### src/sv/gab_pkg.sv
// ----------------------------------------------------------------------------
// gab_pkg: shared types and constants of the scaled matrix multiply engine.
// Holds request codes, register indexes, datapath widths and control codes.
// ----------------------------------------------------------------------------
`default_nettype none

package gab_pkg;

  localparam int ELEM_W     = 16;
  localparam int IDX_W      = 3;
  localparam int DIM_W      = 4;
  localparam int CMD_W      = 2;
  localparam int CFG_IDX_W  = 3;
  localparam int CFG_DATA_W = 16;

  localparam int OPA_W  = ELEM_W + 1;
  localparam int OPB_W  = ELEM_W + 2;
  localparam int PROD_W = OPA_W + OPB_W;
  localparam int ACC_W  = 35;
  localparam int LO_W   = 17;
  localparam int TOT_W  = 50;
  localparam int Q_W    = TOT_W - 16;

  localparam logic [CMD_W-1:0] CMD_LOAD_A  = 2'd0;
  localparam logic [CMD_W-1:0] CMD_LOAD_B  = 2'd1;
  localparam logic [CMD_W-1:0] CMD_LOAD_C  = 2'd2;
  localparam logic [CMD_W-1:0] CMD_COMPUTE = 2'd3;

  localparam logic [CFG_IDX_W-1:0] REG_ROWS_N     = 3'd0;
  localparam logic [CFG_IDX_W-1:0] REG_INNER_M    = 3'd1;
  localparam logic [CFG_IDX_W-1:0] REG_COLS_K     = 3'd2;
  localparam logic [CFG_IDX_W-1:0] REG_ALPHA_GAIN = 3'd3;
  localparam logic [CFG_IDX_W-1:0] REG_BETA_GAIN  = 3'd4;

  localparam logic [DIM_W-1:0]  DIM_RESET   = 4'd8;
  localparam logic [ELEM_W-1:0] ALPHA_RESET = 16'd256;
  localparam logic [ELEM_W-1:0] BETA_RESET  = 16'd0;

  localparam logic [1:0] OP_MAC      = 2'd0;
  localparam logic [1:0] OP_ALPHA_HI = 2'd1;
  localparam logic [1:0] OP_ALPHA_LO = 2'd2;
  localparam logic [1:0] OP_BETA_C   = 2'd3;

  localparam logic [1:0] TOT_HOLD    = 2'd0;
  localparam logic [1:0] TOT_LOAD_HI = 2'd1;
  localparam logic [1:0] TOT_ADD     = 2'd2;
  localparam logic [1:0] TOT_ADD8    = 2'd3;

  typedef struct packed {
    logic [1:0] op_sel;
    logic       acc_clr;
    logic       acc_en;
    logic [1:0] tot_sel;
  } gab_ctl_t;

endpackage

`default_nettype wire

### src/sv/gab_ram.sv
// ----------------------------------------------------------------------------
// gab_ram: generic single-write, single-read memory.
// One write port and one read port with registered read data.
// ----------------------------------------------------------------------------
`default_nettype none

module gab_ram #(
  parameter int WIDTH = 16,
  parameter int DEPTH = 64,
  localparam int AW = (DEPTH > 1) ? $clog2(DEPTH) : 1
) (
  input  wire logic             clk,
  input  wire logic             we,
  input  wire logic [AW-1:0]    waddr,
  input  wire logic [WIDTH-1:0] wdata,
  input  wire logic [AW-1:0]    raddr,
  output logic      [WIDTH-1:0] rdata
);

  logic [WIDTH-1:0] mem [DEPTH];
  logic [WIDTH-1:0] rdata_r;

  always_ff @(posedge clk) begin
    if (we) begin
      mem[waddr] <= wdata;
    end
    rdata_r <= mem[raddr];
  end

  assign rdata = rdata_r;

endmodule

`default_nettype wire

### src/sv/gab_datapath.sv
// ----------------------------------------------------------------------------
// gab_datapath: shared multiplier with accumulator and scaling total.
// One signed multiplier serves the dot product, the alpha scaling in two
// halves and the beta scaling; the total is rounded toward zero and saturated.
// ----------------------------------------------------------------------------
`default_nettype none

module gab_datapath (
  input  wire logic                         clk,
  input  wire gab_pkg::gab_ctl_t            ctl,
  input  wire logic [gab_pkg::ELEM_W-1:0]   a_data,
  input  wire logic [gab_pkg::ELEM_W-1:0]   b_data,
  input  wire logic [gab_pkg::ELEM_W-1:0]   c_data,
  input  wire logic [gab_pkg::ELEM_W-1:0]   alpha,
  input  wire logic [gab_pkg::ELEM_W-1:0]   beta,
  output logic      [gab_pkg::ELEM_W-1:0]   res_value,
  output logic                              res_sat
);

  import gab_pkg::*;

  localparam logic signed [Q_W-1:0] Q_MAX = Q_W'(32767);
  localparam logic signed [Q_W-1:0] Q_MIN = -Q_W'(32768);

  logic signed [OPA_W-1:0]  op_a;
  logic signed [OPB_W-1:0]  op_b;
  logic signed [PROD_W-1:0] product;
  logic signed [PROD_W-1:0] prod_r;
  logic signed [ACC_W-1:0]  acc_r, acc_nxt;
  logic signed [TOT_W-1:0]  tot_r, tot_nxt;
  logic signed [TOT_W-1:0]  prod_ext;
  logic signed [Q_W-1:0]    q;
  logic                     round_up;

  always_comb begin
    case (ctl.op_sel)
      OP_MAC: begin
        op_a = OPA_W'(signed'(a_data));
        op_b = OPB_W'(signed'(b_data));
      end
      OP_ALPHA_HI: begin
        op_a = OPA_W'(signed'(alpha));
        op_b = OPB_W'(signed'(acc_r[ACC_W-1:LO_W]));
      end
      OP_ALPHA_LO: begin
        op_a = OPA_W'(signed'(alpha));
        op_b = signed'({1'b0, acc_r[LO_W-1:0]});
      end
      OP_BETA_C: begin
        op_a = OPA_W'(signed'(beta));
        op_b = OPB_W'(signed'(c_data));
      end
      default: begin
        op_a = '0;
        op_b = '0;
      end
    endcase
  end

  assign product  = op_a * op_b;
  assign prod_ext = TOT_W'(prod_r);

  always_comb begin
    acc_nxt = acc_r;
    if (ctl.acc_clr) begin
      acc_nxt = '0;
    end else if (ctl.acc_en) begin
      acc_nxt = acc_r + ACC_W'(prod_r);
    end
  end

  always_comb begin
    case (ctl.tot_sel)
      TOT_HOLD:    tot_nxt = tot_r;
      TOT_LOAD_HI: tot_nxt = prod_ext <<< LO_W;
      TOT_ADD:     tot_nxt = tot_r + prod_ext;
      TOT_ADD8:    tot_nxt = tot_r + (prod_ext <<< 8);
      default:     tot_nxt = tot_r;
    endcase
  end

  always_ff @(posedge clk) begin
    prod_r <= product;
    acc_r  <= acc_nxt;
    tot_r  <= tot_nxt;
  end

  assign round_up = tot_r[TOT_W-1] && (tot_r[15:0] != 16'd0);
  assign q = signed'(tot_r[TOT_W-1:16]) + Q_W'(round_up);

  always_comb begin
    if (q > Q_MAX) begin
      res_value = 16'h7fff;
      res_sat   = 1'b1;
    end else if (q < Q_MIN) begin
      res_value = 16'h8000;
      res_sat   = 1'b1;
    end else begin
      res_value = q[ELEM_W-1:0];
      res_sat   = 1'b0;
    end
  end

endmodule

`default_nettype wire

### src/sv/gemm_alpha_beta_engine.sv
// ----------------------------------------------------------------------------
// gemm_alpha_beta_engine: scaled matrix multiply, C = alpha*A*B + beta*C.
// Usage: a request is taken at a clock edge with start high and busy low.
// Load requests (A, B or C) write one Q8.8 element at row and column at
// the accepting edge and leave busy low, so loads can follow every cycle. A
// compute request raises busy and walks C in row-major order. Each element
// runs the inner dimension m through one shared multiplier (one product per
// cycle, through the memory read and product registers), then states P0 to
// P3 do the alpha and beta scaling on the same multiplier and state OUT emits
// the result. Each result is shown for one cycle with out_valid, the cycle
// after it is formed; the last one carries out_last. Results are written
// back into C. The receiver cannot stall. Configuration writes through
// cfg_we take effect at once and belong in idle time. Reset returns the
// registers to their defaults and the sequencer to idle; the element
// memories keep their contents and must be loaded before use.
// ----------------------------------------------------------------------------
`default_nettype none

module gemm_alpha_beta_engine #(
  parameter int MAX_DIM = 8
) (
  input  wire logic                             clk,
  input  wire logic                             rst_n,
  input  wire logic                             start,
  output logic                                  busy,
  input  wire logic [gab_pkg::CMD_W-1:0]        in_command,
  input  wire logic [gab_pkg::IDX_W-1:0]        in_row_index,
  input  wire logic [gab_pkg::IDX_W-1:0]        in_col_index,
  input  wire logic [gab_pkg::ELEM_W-1:0]       in_element_value,
  output logic                                  out_valid,
  output logic      [gab_pkg::IDX_W-1:0]        out_row,
  output logic      [gab_pkg::IDX_W-1:0]        out_col,
  output logic      [gab_pkg::ELEM_W-1:0]       out_value,
  output logic                                  out_saturated,
  output logic                                  out_last,
  input  wire logic                             cfg_we,
  input  wire logic [gab_pkg::CFG_IDX_W-1:0]    cfg_index,
  input  wire logic [gab_pkg::CFG_DATA_W-1:0]   cfg_wdata
);

  import gab_pkg::*;

  localparam int DEPTH = MAX_DIM * MAX_DIM;
  localparam int AW    = (DEPTH > 1) ? $clog2(DEPTH) : 1;

  localparam logic [2:0] S_IDLE = 3'd0;
  localparam logic [2:0] S_MAC  = 3'd1;
  localparam logic [2:0] S_P0   = 3'd2;
  localparam logic [2:0] S_P1   = 3'd3;
  localparam logic [2:0] S_P2   = 3'd4;
  localparam logic [2:0] S_P3   = 3'd5;
  localparam logic [2:0] S_OUT  = 3'd6;

  function automatic logic [AW-1:0] addr_of(logic [IDX_W-1:0] r, logic [IDX_W-1:0] c);
    addr_of = AW'((32'(r) * MAX_DIM) + 32'(c));
  endfunction

  function automatic logic [DIM_W-1:0] dim_of(logic [DIM_W-1:0] v);
    if (v == '0) begin
      dim_of = DIM_W'(1);
    end else if (32'(v) > MAX_DIM) begin
      dim_of = DIM_W'(MAX_DIM);
    end else begin
      dim_of = v;
    end
  endfunction

  logic [DIM_W-1:0]  rows_n_r, inner_m_r, cols_k_r;
  logic [ELEM_W-1:0] alpha_r, beta_r;

  logic [2:0]        state_r, state_nxt;
  logic [IDX_W-1:0]  i_r, i_nxt, j_r, j_nxt;
  logic [DIM_W-1:0]  cnt_r, cnt_nxt;
  logic              rdv_r, rdv_nxt, pv_r, pv_nxt;

  logic              out_valid_r, out_valid_nxt;
  logic [IDX_W-1:0]  out_row_r, out_col_r;
  logic [ELEM_W-1:0] out_value_r;
  logic              out_sat_r, out_last_r;

  logic [DIM_W-1:0]  dim_n, dim_m, dim_k;
  logic              accept, load_ok, is_last;
  gab_ctl_t          ctl;

  logic [AW-1:0]     load_addr, a_raddr, b_raddr, c_addr, c_waddr;
  logic              a_we, b_we, c_we;
  logic [ELEM_W-1:0] c_wdata;
  logic [ELEM_W-1:0] a_rdata, b_rdata, c_rdata;
  logic [ELEM_W-1:0] res_value;
  logic              res_sat;

  assign dim_n  = dim_of(rows_n_r);
  assign dim_m  = dim_of(inner_m_r);
  assign dim_k  = dim_of(cols_k_r);
  assign busy   = (state_r != S_IDLE);
  assign accept = start && !busy;

  assign load_ok   = accept && (in_command != CMD_COMPUTE) &&
                     (32'(in_row_index) < MAX_DIM) && (32'(in_col_index) < MAX_DIM);
  assign load_addr = addr_of(in_row_index, in_col_index);
  assign a_we      = load_ok && (in_command == CMD_LOAD_A);
  assign b_we      = load_ok && (in_command == CMD_LOAD_B);

  assign a_raddr = addr_of(i_r, cnt_r[IDX_W-1:0]);
  assign b_raddr = addr_of(cnt_r[IDX_W-1:0], j_r);
  assign c_addr  = addr_of(i_r, j_r);

  assign is_last = ({1'b0, i_r} == dim_n - DIM_W'(1)) &&
                   ({1'b0, j_r} == dim_k - DIM_W'(1));

  always_comb begin
    if (state_r == S_OUT) begin
      c_we    = 1'b1;
      c_waddr = c_addr;
      c_wdata = res_value;
    end else begin
      c_we    = load_ok && (in_command == CMD_LOAD_C);
      c_waddr = load_addr;
      c_wdata = in_element_value;
    end
  end

  always_comb begin
    state_nxt     = state_r;
    i_nxt         = i_r;
    j_nxt         = j_r;
    cnt_nxt       = cnt_r;
    rdv_nxt       = 1'b0;
    pv_nxt        = 1'b0;
    out_valid_nxt = 1'b0;
    ctl           = '{op_sel: OP_MAC, acc_clr: 1'b0, acc_en: 1'b0, tot_sel: TOT_HOLD};
    case (state_r)
      S_IDLE: begin
        if (accept && (in_command == CMD_COMPUTE)) begin
          state_nxt   = S_MAC;
          i_nxt       = '0;
          j_nxt       = '0;
          cnt_nxt     = '0;
          ctl.acc_clr = 1'b1;
        end
      end
      S_MAC: begin
        ctl.acc_en = pv_r;
        pv_nxt     = rdv_r;
        if (cnt_r < dim_m) begin
          cnt_nxt = cnt_r + DIM_W'(1);
          rdv_nxt = 1'b1;
        end else if (!rdv_r && !pv_r) begin
          state_nxt = S_P0;
        end
      end
      S_P0: begin
        ctl.op_sel = OP_ALPHA_HI;
        state_nxt  = S_P1;
      end
      S_P1: begin
        ctl.op_sel  = OP_ALPHA_LO;
        ctl.tot_sel = TOT_LOAD_HI;
        state_nxt   = S_P2;
      end
      S_P2: begin
        ctl.op_sel  = OP_BETA_C;
        ctl.tot_sel = TOT_ADD;
        state_nxt   = S_P3;
      end
      S_P3: begin
        ctl.tot_sel = TOT_ADD8;
        state_nxt   = S_OUT;
      end
      S_OUT: begin
        out_valid_nxt = 1'b1;
        cnt_nxt       = '0;
        ctl.acc_clr   = 1'b1;
        if ({1'b0, j_r} == dim_k - DIM_W'(1)) begin
          j_nxt = '0;
          if ({1'b0, i_r} == dim_n - DIM_W'(1)) begin
            state_nxt = S_IDLE;
          end else begin
            i_nxt     = i_r + IDX_W'(1);
            state_nxt = S_MAC;
          end
        end else begin
          j_nxt     = j_r + IDX_W'(1);
          state_nxt = S_MAC;
        end
      end
      default: begin
        state_nxt = S_IDLE;
      end
    endcase
  end

  always_ff @(posedge clk) begin
    if (!rst_n) begin
      state_r     <= S_IDLE;
      rdv_r       <= 1'b0;
      pv_r        <= 1'b0;
      out_valid_r <= 1'b0;
      rows_n_r    <= DIM_RESET;
      inner_m_r   <= DIM_RESET;
      cols_k_r    <= DIM_RESET;
      alpha_r     <= ALPHA_RESET;
      beta_r      <= BETA_RESET;
    end else begin
      state_r     <= state_nxt;
      rdv_r       <= rdv_nxt;
      pv_r        <= pv_nxt;
      out_valid_r <= out_valid_nxt;
      if (cfg_we) begin
        case (cfg_index)
          REG_ROWS_N:     rows_n_r  <= cfg_wdata[DIM_W-1:0];
          REG_INNER_M:    inner_m_r <= cfg_wdata[DIM_W-1:0];
          REG_COLS_K:     cols_k_r  <= cfg_wdata[DIM_W-1:0];
          REG_ALPHA_GAIN: alpha_r   <= cfg_wdata;
          REG_BETA_GAIN:  beta_r    <= cfg_wdata;
          default: begin
          end
        endcase
      end
    end
  end

  always_ff @(posedge clk) begin
    i_r   <= i_nxt;
    j_r   <= j_nxt;
    cnt_r <= cnt_nxt;
    if (state_r == S_OUT) begin
      out_row_r   <= i_r;
      out_col_r   <= j_r;
      out_value_r <= res_value;
      out_sat_r   <= res_sat;
      out_last_r  <= is_last;
    end
  end

  assign out_valid     = out_valid_r;
  assign out_row       = out_row_r;
  assign out_col       = out_col_r;
  assign out_value     = out_value_r;
  assign out_saturated = out_sat_r;
  assign out_last      = out_last_r;

  gab_ram #(.WIDTH(ELEM_W), .DEPTH(DEPTH)) u_a_ram (
    .clk   (clk),
    .we    (a_we),
    .waddr (load_addr),
    .wdata (in_element_value),
    .raddr (a_raddr),
    .rdata (a_rdata)
  );

  gab_ram #(.WIDTH(ELEM_W), .DEPTH(DEPTH)) u_b_ram (
    .clk   (clk),
    .we    (b_we),
    .waddr (load_addr),
    .wdata (in_element_value),
    .raddr (b_raddr),
    .rdata (b_rdata)
  );

  gab_ram #(.WIDTH(ELEM_W), .DEPTH(DEPTH)) u_c_ram (
    .clk   (clk),
    .we    (c_we),
    .waddr (c_waddr),
    .wdata (c_wdata),
    .raddr (c_addr),
    .rdata (c_rdata)
  );

  gab_datapath u_datapath (
    .clk       (clk),
    .ctl       (ctl),
    .a_data    (a_rdata),
    .b_data    (b_rdata),
    .c_data    (c_rdata),
    .alpha     (alpha_r),
    .beta      (beta_r),
    .res_value (res_value),
    .res_sat   (res_sat)
  );

endmodule

`default_nettype wire
### config.mk
export PLATFORM = sky130hd
export DESIGN_NAME = gemm_alpha_beta_engine
export DESIGN_NICKNAME = d
export VERILOG_FILES = /design/src/sv/gab_pkg.sv /design/src/sv/gab_ram.sv /design/src/sv/gab_datapath.sv /design/src/sv/gemm_alpha_beta_engine.sv
export SDC_FILE = /design/constraint.sdc
export NUM_CORES = 2
export LEC_CHECK = 0
export BUFFER_PORTS_ARGS = -buffer_cell sky130_fd_sc_hd__buf_4
export CAP_MARGIN = 0
export CORE_UTILIZATION = 25
export CTS_CLUSTER_DIAMETER = 80
export DETAILED_ROUTE_END_ITERATION = 8
export PLACE_DENSITY = 0.46
export SLEW_MARGIN = 20
export SYNTH_ARGS = -nofsm -noshare
export SYNTH_HDL_FRONTEND = slang
export SYNTH_SLANG_ARGS = --single-unit
### constraint.sdc
create_clock -name clk -period 9.5 [get_ports clk]
set_input_delay 0.475 -clock clk [delete_from_list [all_inputs] [get_ports clk]]
set_output_delay 0.475 -clock clk [all_outputs]
set_load 0.005 [all_outputs]
==> impl_metrics.csv <==
group,metric,value,unit
cts,htreeDepth,5,
global_routing,grt_usage,14.5,%
synth,synthesis.area,145000,µm²
synth,yosys_register_bits,3324,
floorplanning,coreArea,577000,µm²
cts,clock_sinks,3324,
place,dp_hpwl,273,mm
global_routing,grt_remaining_overflow,0,
critical_path,critPathLaunchType,"register",
timing,setup-violations-final,0,
cts,postCtsSetupBuffers,0,
cts,cts_tree,"built",
layout,area_delta_synth_final,16.4,%
synth,syn_avg_cell_area,18.5,µm²
drt,routed_wl,431,mm
layout,fin_nets,8832,
layout,layout-drive-gt1-share,24.8,%
drt,drt_first_pass_iters,8,
synth,syn-num-nets,8411,
drt,vias_per_cell,4.64,
drt,antenna_left,0,
synth,syn_inst,7829,
floorplanning,die_h,763,µm
cts,clk_path_buf_depth,4,
timing,relSlewSlack,15.6,%
drt,routedWlPerCell,26.5,µm
cts,cts_made_buffers,356,
synth,yosysSeqAreaShare,67.8,%
critical_path,path_max_fanout,17,
critical_path,crit_type,"register to register",
timing,worst_pin_slew,1.27,ns
floorplanning,die_area,582000,µm²
global_routing,antenna_found_initial,31,
critical_path,crit_path_end_kind,"register",
global_routing,grt_max_degree,130,
cts,cts_root_buf,"clkbuf_16",
synth,synth.distinct_cells,77,
critical_path,critPathMaxStageDelay,0.81,ns
global_routing,grt_pass1_wl,607,mm
floorplanning,start_util,25.1,%
synth,synth_flop_cell,"edfxtp_1",
synth,postSynth.asyncResetShare,0,%
timing,rsz0062_at_grt,"no",
synth,synthMuxAreaShare,16.1,%
timing,hold_viol_final,0,
synth,synth_compound_area_share,3.13,%
synth,synthSimpleGateAreaFrac,3.76,%
floorplanning,die_w,763,µm
critical_path,path_common_cell,"fa_1",
drt,route.detailed.drc,6,
job,drv_cap,0,
drt,vias,75600,
timing,fmax,112,MHz
synth,synth-adder-area-share,6.25,%
floorplanning,ios,73,
timing,finClkSkew,0.0680,ns
timing,fin_crit_sh,94.3,%
critical_path,worstPathRequired,10.38,ns
place,portBuffers,72,
synth,synth_xor_area_share,0.980,%
floorplanning,rows,279,
synth,synth_top_family_by_area,"multiplexers",
status,status,"finished with violations",
timing,setup-tns-final,0,ns
status,violations,"design-rule violations",
cts,clk_latency,0.99,ns
cts,clk_pin_slew,0.06,ns
drt,dr.first_iter.drc_count,7077,
global_routing,first_global_vias,78200,
place,gp_congestion,0.850,
critical_path,cp_slowest_cell,"o21ai_1",
synth,ys_warn_count,0,
critical_path,worstPathArrival,9.85,ns
min_path,hp-class,"primary input to register",
timing,final_max_slew_viol_count,0,
timing,fin_crit,8.96,ns
synth,synth_edf_count,3156,
## cell type report
type / instances / area, µm²
fill: 56600 / 408000
sequential: 3324 / 98100
multi-input combinational: 3755 / 44400
tap: 7727 / 9670
clock buffer: 453 / 9490
timing repair buffer: 429 / 3490
clock inverter: 193 / 1940
inverter: 384 / 1450
antenna: 22 / 55.1
## registers in the layout, summed over array words and instances, names as in the netlist, 4 cells and up
register and cells:
u_a_ram.mem 1024, alpha_r 16, u_datapath.prod_r 35, inner_m_r 4, cols_k_r 4, rows_n_r 4
u_a_ram.rdata 16, u_c_ram.rdata 16, u_c_ram.mem 1024, out_value 16, u_b_ram.rdata 16, beta_r 16
u_b_ram.mem 1024, u_datapath.tot_r 50, cnt_r 4, u_datapath.acc_r 35
## placed cells by master (no fill, tap or decap), types with 82 or more instances in the layout
cell type	synthesis	final
nor2_2	0	149
o21ai_0	107	104
nor2_1	523	366
nand2_1	456	455
inv_1	381	379
edfxtp_1	3156	3156
ha_1	221	219
mux4_2	999	999
buf_4	0	381
dfxtp_1	168	168
a21oi_1	218	216
clkbuf_16	0	362
fa_1	314	314
xnor2_1	101	100
clkbuf_1	253	82
a21o_1	91	91
## repair_timing
item / CTS / global route
hold buffers: 34 / 0
endpoints found under the setup margin: 0 / 1
resized for setup: 0 / 2
hold endpoints to repair: 105 / 0
## routing by layer
layer | vias up | wire length (µm) | global-route usage (%)
li1 | 31900 | - | -
met1 | 41200 | 188000 | 19.6
met2 | 1999 | 211000 | 24.5
met3 | 506 | 20100 | 1.97
met4 | 0 | 12000 | 3.87
met5 | - | 0 | 0
## path summary, 6_finish.rpt
check                    start               endpoint  slack [ns]  cells after the start
setup / recovery    state_r[2]  u_datapath.prod_r[31]        0.54                     28
hold / removal    cfg_index[2]           inner_m_r[3]        0.17                      5
setup reg to reg    state_r[2]  u_datapath.prod_r[31]        0.54                     28
hold reg to reg          rdv_r                   pv_r        0.43                      2
## synthesized netlist by cell type, types with 31 or more instances
| master | count | area [µm²] |
|---|---|---|
| edfxtp_1 | 3156 | 94800 |
| mux4_2 | 999 | 22500 |
| nor2_1 | 523 | 1960 |
| nand2_1 | 456 | 1710 |
| inv_1 | 381 | 1430 |
| fa_1 | 314 | 6290 |
| clkbuf_1 | 253 | 950 |
| ha_1 | 221 | 2770 |
| a21oi_1 | 218 | 1090 |
| dfxtp_1 | 168 | 3360 |
| o21ai_0 | 107 | 536 |
| xnor2_1 | 101 | 885 |
| buf_1 | 100 | 375 |
| a21o_1 | 91 | 683 |
| nand3_1 | 65 | 325 |
| xor2_1 | 61 | 534 |
| mux2_2 | 42 | 473 |
| mux2i_1 | 41 | 410 |
| a22oi_1 | 40 | 300 |
| and3_1 | 37 | 231 |
| a211oi_1 | 31 | 233 |
## worst max-delay path, delay by kind of cell, from the launching register on
family | cells | cell delay [ns]
DFF | 1 | 0.39
adders and majority gates | 8 | 3.90
buffers and inverters | 5 | 0.56
AOI/OAI and AO/OA | 10 | 2.94
muxes | 1 | 0.36
and+or+nand+nor | 4 | 0.67
## stage by stage
stage / util (%) / instance area [µm²] / std cells / hold WS [ns] / setup slack, ns
3_5_place_dp: 27.2 / 157000 / 15600 / 0.427 / 0.489
5_1_grt: 29.2 / 169000 / 16300 / 0.163 / 0.00676
6_report: 29.2 / 169000 / 16300 / 0.166 / 0.537
3_3_place_gp: 27.2 / 157000 / 15600 / 0.423 / 0.566
4_1_cts: 29.2 / 168000 / 16300 / 0.0568 / 0.468
2_1_floorplan: - / 145000 / 7829 / 0.411 / 1.01
## cells by family after synthesis
group	Yosys count
adders and majority gates	535
xor gates and xnor gates	162
and+or+nand+nor	1269
buffers and inverters	750
DFF	3324
muxes	1082
AOI/OAI and AO/OA	707
Power is not shown: default switching activity piles up to over one toggle a cycle in this logic, so the estimate is an artifact.
